`config.mk`:
```
export PLATFORM = sky130hd
export DESIGN_NAME = ipid_cdiv
export DESIGN_NICKNAME = d
export VERILOG_FILES = /design/src/design/ipid_pkg.sv /design/src/design/ipid_cdiv.sv
export SDC_FILE = /design/constraint.sdc
export NUM_CORES = 2
export LEC_CHECK = 0
export BUFFER_PORTS_ARGS = -buffer_cell sky130_fd_sc_hd__buf_2
export CAP_MARGIN = 0
export CORE_MARGIN = 2
export CORE_UTILIZATION = 46
export DETAILED_ROUTE_END_ITERATION = 10
export PLACE_DENSITY = 0.6
export SLEW_MARGIN = 20
export SYNTH_ARGS = -nofsm -noshare
export SYNTH_HDL_FRONTEND = slang
export SYNTH_SLANG_ARGS = --single-unit
```
`constraint.sdc`:
```
create_clock -name clk -period 19.4 [get_ports clk]
set_clock_uncertainty 0.1 [all_clocks]
set_input_delay 1.94 -clock clk [delete_from_list [all_inputs] [get_ports clk]]
set_output_delay 1.94 -clock clk [all_outputs]
set_load 0.01 [all_outputs]
```
`src/design/ipid_pkg.sv`:
```
// Package: types, widths and constants of the integer PID controller.
`default_nettype none

package ipid_pkg;

    // Configuration port
    localparam int unsigned CFG_IDX_W  = 3;
    localparam int unsigned CFG_DATA_W = 32;

    localparam logic [CFG_IDX_W-1:0] REG_PROP_GAIN     = 3'd0;
    localparam logic [CFG_IDX_W-1:0] REG_INTEGRAL_GAIN = 3'd1;
    localparam logic [CFG_IDX_W-1:0] REG_DERIV_GAIN    = 3'd2;
    localparam logic [CFG_IDX_W-1:0] REG_PROP_ON_ERROR = 3'd3;
    localparam logic [CFG_IDX_W-1:0] REG_LIMIT_LOW     = 3'd4;
    localparam logic [CFG_IDX_W-1:0] REG_LIMIT_HIGH    = 3'd5;
    localparam logic [CFG_IDX_W-1:0] REG_SAMPLE_PERIOD = 3'd6;

    // Field widths
    localparam int unsigned KIND_W = 2;
    localparam int unsigned KP_W   = 17;
    localparam int unsigned KG_W   = 32;
    localparam int unsigned LIM_W  = 15;
    localparam int unsigned TIME_W = 16;
    localparam int unsigned VAL_W  = 16;
    localparam int unsigned MAN_W  = 8;
    localparam int unsigned DRV_W  = 8;

    // Datapath widths
    localparam int unsigned ERR_W  = VAL_W + 1;
    localparam int unsigned DERR_W = ERR_W + 1;
    localparam int unsigned MP_W   = KP_W + ERR_W;
    localparam int unsigned MAG_W  = 48;
    localparam int unsigned QUO_W  = MAG_W + 1;
    localparam int unsigned TERM_W = 50;
    localparam int unsigned ACC_W  = TERM_W + 1;

    // Constant dividers
    localparam int unsigned SCALE_PCT = 100;
    localparam int unsigned SCALE_MIL = 1000;
    localparam int unsigned DIV_SPLIT = 22;
    localparam int unsigned RECIP_W   = 32;

    // Final /100 of a clamped sum below 2^15
    localparam int unsigned DRV_RECIP_W = 13;
    localparam logic [DRV_RECIP_W-1:0] DRV_RECIP = 13'd5243;
    localparam int unsigned DRV_SHIFT = 19;
    localparam int unsigned DRV_Q_W   = LIM_W + DRV_RECIP_W - DRV_SHIFT;
    localparam logic [DRV_W-1:0] DRIVE_MAX = 8'd255;

    // Reset values
    localparam logic [LIM_W-1:0]  LIMIT_HIGH_RST    = 15'd25500;
    localparam logic [TIME_W-1:0] SAMPLE_PERIOD_RST = 16'd1;

    // Item kinds
    localparam logic [KIND_W-1:0] KIND_COMPUTE = 2'd0;
    localparam logic [KIND_W-1:0] KIND_AUTO    = 2'd1;

    typedef enum logic [1:0] {
        OP_NONE,
        OP_COMPUTE,
        OP_SEED
    } op_t;

    typedef struct packed {
        op_t              op;
        logic             auto_on;
        logic [LIM_W-1:0] seed;
    } side_t;

endpackage

`default_nettype wire

```
`src/design/ipid_cdiv.sv`:
```
// Pipelined signed division by a constant, truncating toward zero (4 stages).
`default_nettype none

module ipid_cdiv
    import ipid_pkg::*;
#(
    parameter int unsigned DIV = SCALE_PCT
)
(
    input  wire                     clk,
    input  wire                     en,
    input  wire [MAG_W-1:0]         mag,
    input  wire                     neg,
    output logic signed [QUO_W-1:0] quo
);

    localparam int unsigned HW = MAG_W - DIV_SPLIT;
    localparam int unsigned RW = $clog2(DIV);
    localparam int unsigned TW = RW + DIV_SPLIT;
    localparam logic [RECIP_W-1:0] RECIP = RECIP_W'((64'd1 << RECIP_W) / DIV);

    // stage a: estimate of high-part quotient
    logic [HW+RECIP_W-1:0] prod_h;
    logic [HW-1:0]         h_reg;
    logic [HW-1:0]         qh0_reg;
    logic [DIV_SPLIT-1:0]  l_reg;
    logic                  neg_a_reg;

    // stage b: corrected high quotient, remainder joined with low part
    logic [HW-1:0] rh0;
    logic [HW-1:0] qh_next;
    logic [RW-1:0] rh_next;
    logic [HW-1:0] qh_reg;
    logic [TW-1:0] t_reg;
    logic          neg_b_reg;

    // stage c: estimate of low quotient
    logic [TW+RECIP_W-1:0] prod_t;
    logic [TW-1:0]         qt0_reg;
    logic [TW-1:0]         t_c_reg;
    logic [HW-1:0]         qh_c_reg;
    logic                  neg_c_reg;

    // stage d: correction, merge and sign
    logic [TW-1:0]            rt0;
    logic [TW-1:0]            qt;
    logic [MAG_W-1:0]         q_mag;
    logic signed [QUO_W-1:0]  quo_next;
    logic signed [QUO_W-1:0]  quo_reg;

    assign prod_h = (HW+RECIP_W)'(mag[MAG_W-1:DIV_SPLIT]) * (HW+RECIP_W)'(RECIP);

    always_ff @(posedge clk)
    begin
        if (en)
        begin
            h_reg     <= mag[MAG_W-1:DIV_SPLIT];
            l_reg     <= mag[DIV_SPLIT-1:0];
            qh0_reg   <= prod_h[HW+RECIP_W-1:RECIP_W];
            neg_a_reg <= neg;
        end
    end

    always_comb
    begin
        rh0 = h_reg - HW'(qh0_reg * HW'(DIV));
        if (rh0 >= HW'(DIV))
        begin
            qh_next = qh0_reg + HW'(1);
            rh_next = RW'(rh0 - HW'(DIV));
        end
        else
        begin
            qh_next = qh0_reg;
            rh_next = RW'(rh0);
        end
    end

    always_ff @(posedge clk)
    begin
        if (en)
        begin
            qh_reg    <= qh_next;
            t_reg     <= {rh_next, l_reg};
            neg_b_reg <= neg_a_reg;
        end
    end

    assign prod_t = (TW+RECIP_W)'(t_reg) * (TW+RECIP_W)'(RECIP);

    always_ff @(posedge clk)
    begin
        if (en)
        begin
            qt0_reg   <= prod_t[TW+RECIP_W-1:RECIP_W];
            t_c_reg   <= t_reg;
            qh_c_reg  <= qh_reg;
            neg_c_reg <= neg_b_reg;
        end
    end

    always_comb
    begin
        rt0 = t_c_reg - TW'(qt0_reg * TW'(DIV));
        if (rt0 >= TW'(DIV))
        begin
            qt = qt0_reg + TW'(1);
        end
        else
        begin
            qt = qt0_reg;
        end
        q_mag = {qh_c_reg, DIV_SPLIT'(0)} + MAG_W'(qt);
        if (neg_c_reg)
        begin
            quo_next = -$signed({1'b0, q_mag});
        end
        else
        begin
            quo_next = $signed({1'b0, q_mag});
        end
    end

    always_ff @(posedge clk)
    begin
        if (en)
        begin
            quo_reg <= quo_next;
        end
    end

    assign quo = quo_reg;

endmodule

`default_nettype wire

```
==> reports/qor.yml <==
worst_setup_path:
  worst_path_largest_cell_delay_ns: 0.60
  crit_fanout: 35
  arrival_ns: 12.16
  worst_ep_required_time_ns: 19.65
  criticalPathCategory: "reg2reg"
  crit_path_end_kind: "flop"
  cp_slowest_cell: "a2111oi_0"
  start_kind: "flop"
sta:
  slew_viol_final: 0
  rsz0062_at_grt: "no"
  tightestPinTransition_ns: 1.023
  setup-violations-final: 0
  timing.final.hold_violations: 0
  min_period_ns: 11.91
  max_freq_mhz: 83.95
  period_share_pct: 61.40
  setup_ws_ns: 7.488
  setup_tns_ns: 0
  relSlewSlack_pct: 31.78
routing:
  drc: 0
  drt_first_pass_iters: 5
  wire_per_inst_um: 18.35
  wirelength_um: 84640
  vias: 24210
  ant_nets: 0
  drt_iter0_markers: 1061
  routed_via_density: 5.249
yosys:
  synth.top_cell.area_share_pct: 26.83
  synth_commonest_cells: "768 x ha_1, 714 x inv_1, 500 x fa_1"
  synth_ff_type: "edfxtp_1"
  yosysMostFrequentCell: "ha_1"
  synth_area_leader_cell: "fa_1"
  synthesis.nets: 4741
  ys_types: 82
  synth_area_um2: 37300
  ys_async_sr_fraction_pct: 0
  synthTopCellsByArea: "fa_1 27%, ha_1 26%, edfxtp_1 19%"
  avgSynthCellArea_um2: 10.90
  ys_seq_area_share_pct: 19.40
  yosysWarnings: 0
  synth-edff-count: 241
  ys_ff_latch: 241
  synth_cells: 3422
floorplan:
  die_w_um: 288.8
  die_h_um: 288.8
  rows: 104
  initial_core_util_pct: 46.39
  die_area_um2: 83390
  pin_count: 100
  coreArea_um2: 80420
clocking:
  htreeDepth: 1
  cts_tree: "yes"
  hold_buffers: 0
  cts_resized: 0
  clk_pin_slew_ns: 0.07
  numClockSinks: 241
  clockBufferDepth: 3
  cts_buffers: 30
  worstSkewPairLatency_ns: 0.61
  clockRootBuffer: "clkbuf_16"
  post_cts_buffers: 0
grt:
  grtUsageTotal_pct: 21.21
  antenna_found_initial: 0
  overflow: 0
  grt_pass1_wl_um: 138700
  grt_max_degree: 102
  grt_pass1_vias: 25690
placed_design:
  dp.cells: 4556
  port_buffers: 99
  place_congestion: 0.8880
  dpl_cell_area_um2: 39030
  dp_hpwl_um: 69620
  preCtsSetupSlack_ns: 7.600
finish:
  largest_reg_flops: 49
  stdcell_count: 4612
  final_nets: 4847
  drive_above_1_share_pct: 5.828
  antenna_cells: 0
  finalInstanceArea_um2: 40120
  areaGrowthSynthToFinish_pct: 7.547
status:
  status: "finished clean"
flow_run:
  max-cap-violations: 0
hold_path:
  min_path_type: "reg2reg"
==> stage by stage <==
| step | hold slack [ns] | utilization [%] |
|---|---|---|
| 2_1_floorplan | 0.3003 | - |
| 4_1_cts | 0.3188 | 49.89 |
| 5_1_grt | 0.3220 | 49.89 |
| 6_report | 0.3184 | 49.89 |
| 3_5_place_dp | 0.3045 | 48.54 |
| 3_3_place_gp | 0.3006 | 48.54 |
==> cell type report <==
type / instances / area, um^2
clock buffer: 31 / 754.5
sequential: 241 / 7237
inverter: 714 / 2680
fill: 7452 / 40300
timing repair buffer: 105 / 550.5
multi-input combinational: 2436 / 27240
clock inverter: 25 / 331.6
tap: 1060 / 1326
==> path summary, 6_finish.rpt <==
kind              startpoint         to  slack, ns  cells past startpoint
hold / removal     neg_a_reg  neg_b_reg       0.32                      0
setup / recovery  qt0_reg[2]    quo[42]       7.49                     43
hold reg to reg    neg_a_reg  neg_b_reg       0.32                      0
setup reg to reg  qt0_reg[2]    quo[42]       7.49                     43
==> critical path: cells and delay by family (launching register included) <==
kind            cells  cell delay (ns)
compound gates     16             4.18
flops               1             0.54
buf+inv             1             0.40
xor+xnor            3             0.41
simple gates       17             3.56
fa+ha+maj           6             2.42
==> kinds of logic (layout without fill, tap and decap cells) <==
logic type	Yosys count	in the layout	share of synthesized area (%)
AND/OR/NAND/NOR	522	522	7.155
flip-flops	241	241	19.40
AO/OA/AOI/OAI	436	436	8.241
XOR/XNOR	199	199	4.733
adder cells (fa/ha/maj)	1268	1268	52.59
buffers and inverters	745	875	7.581
multiplexers	11	11	0.2952
==> cell usage in the layout (no fill, tap or decap), drive strengths merged, types with 53 or more instances in the layout <==
cell type  synthesis  final
nor2             120    120
xor2              72     72
fa               500    500
xnor2            127    127
nand3             56     56
buf               12    105
nand2            114    114
edfxtp           241    241
a21oi             97     97
ha               768    768
inv              714    721
nor3              53     53
o21ai             82     82
==> per-layer routing <==
| metal | vias to the layer above | wire [um] | global-route usage (%) |
|---|---|---|---|
| met1 | 12030 | 39050 | 29.29 |
| met5 | - | 0 | 0 |
| met4 | 0 | 1275 | 3.428 |
| met2 | 328 | 41690 | 36.87 |
| li1 | 11780 | - | - |
| met3 | 77 | 2615 | 1.888 |
Power is not shown: default switching activity piles up to over one toggle a cycle in this logic, so the estimate is an artifact.
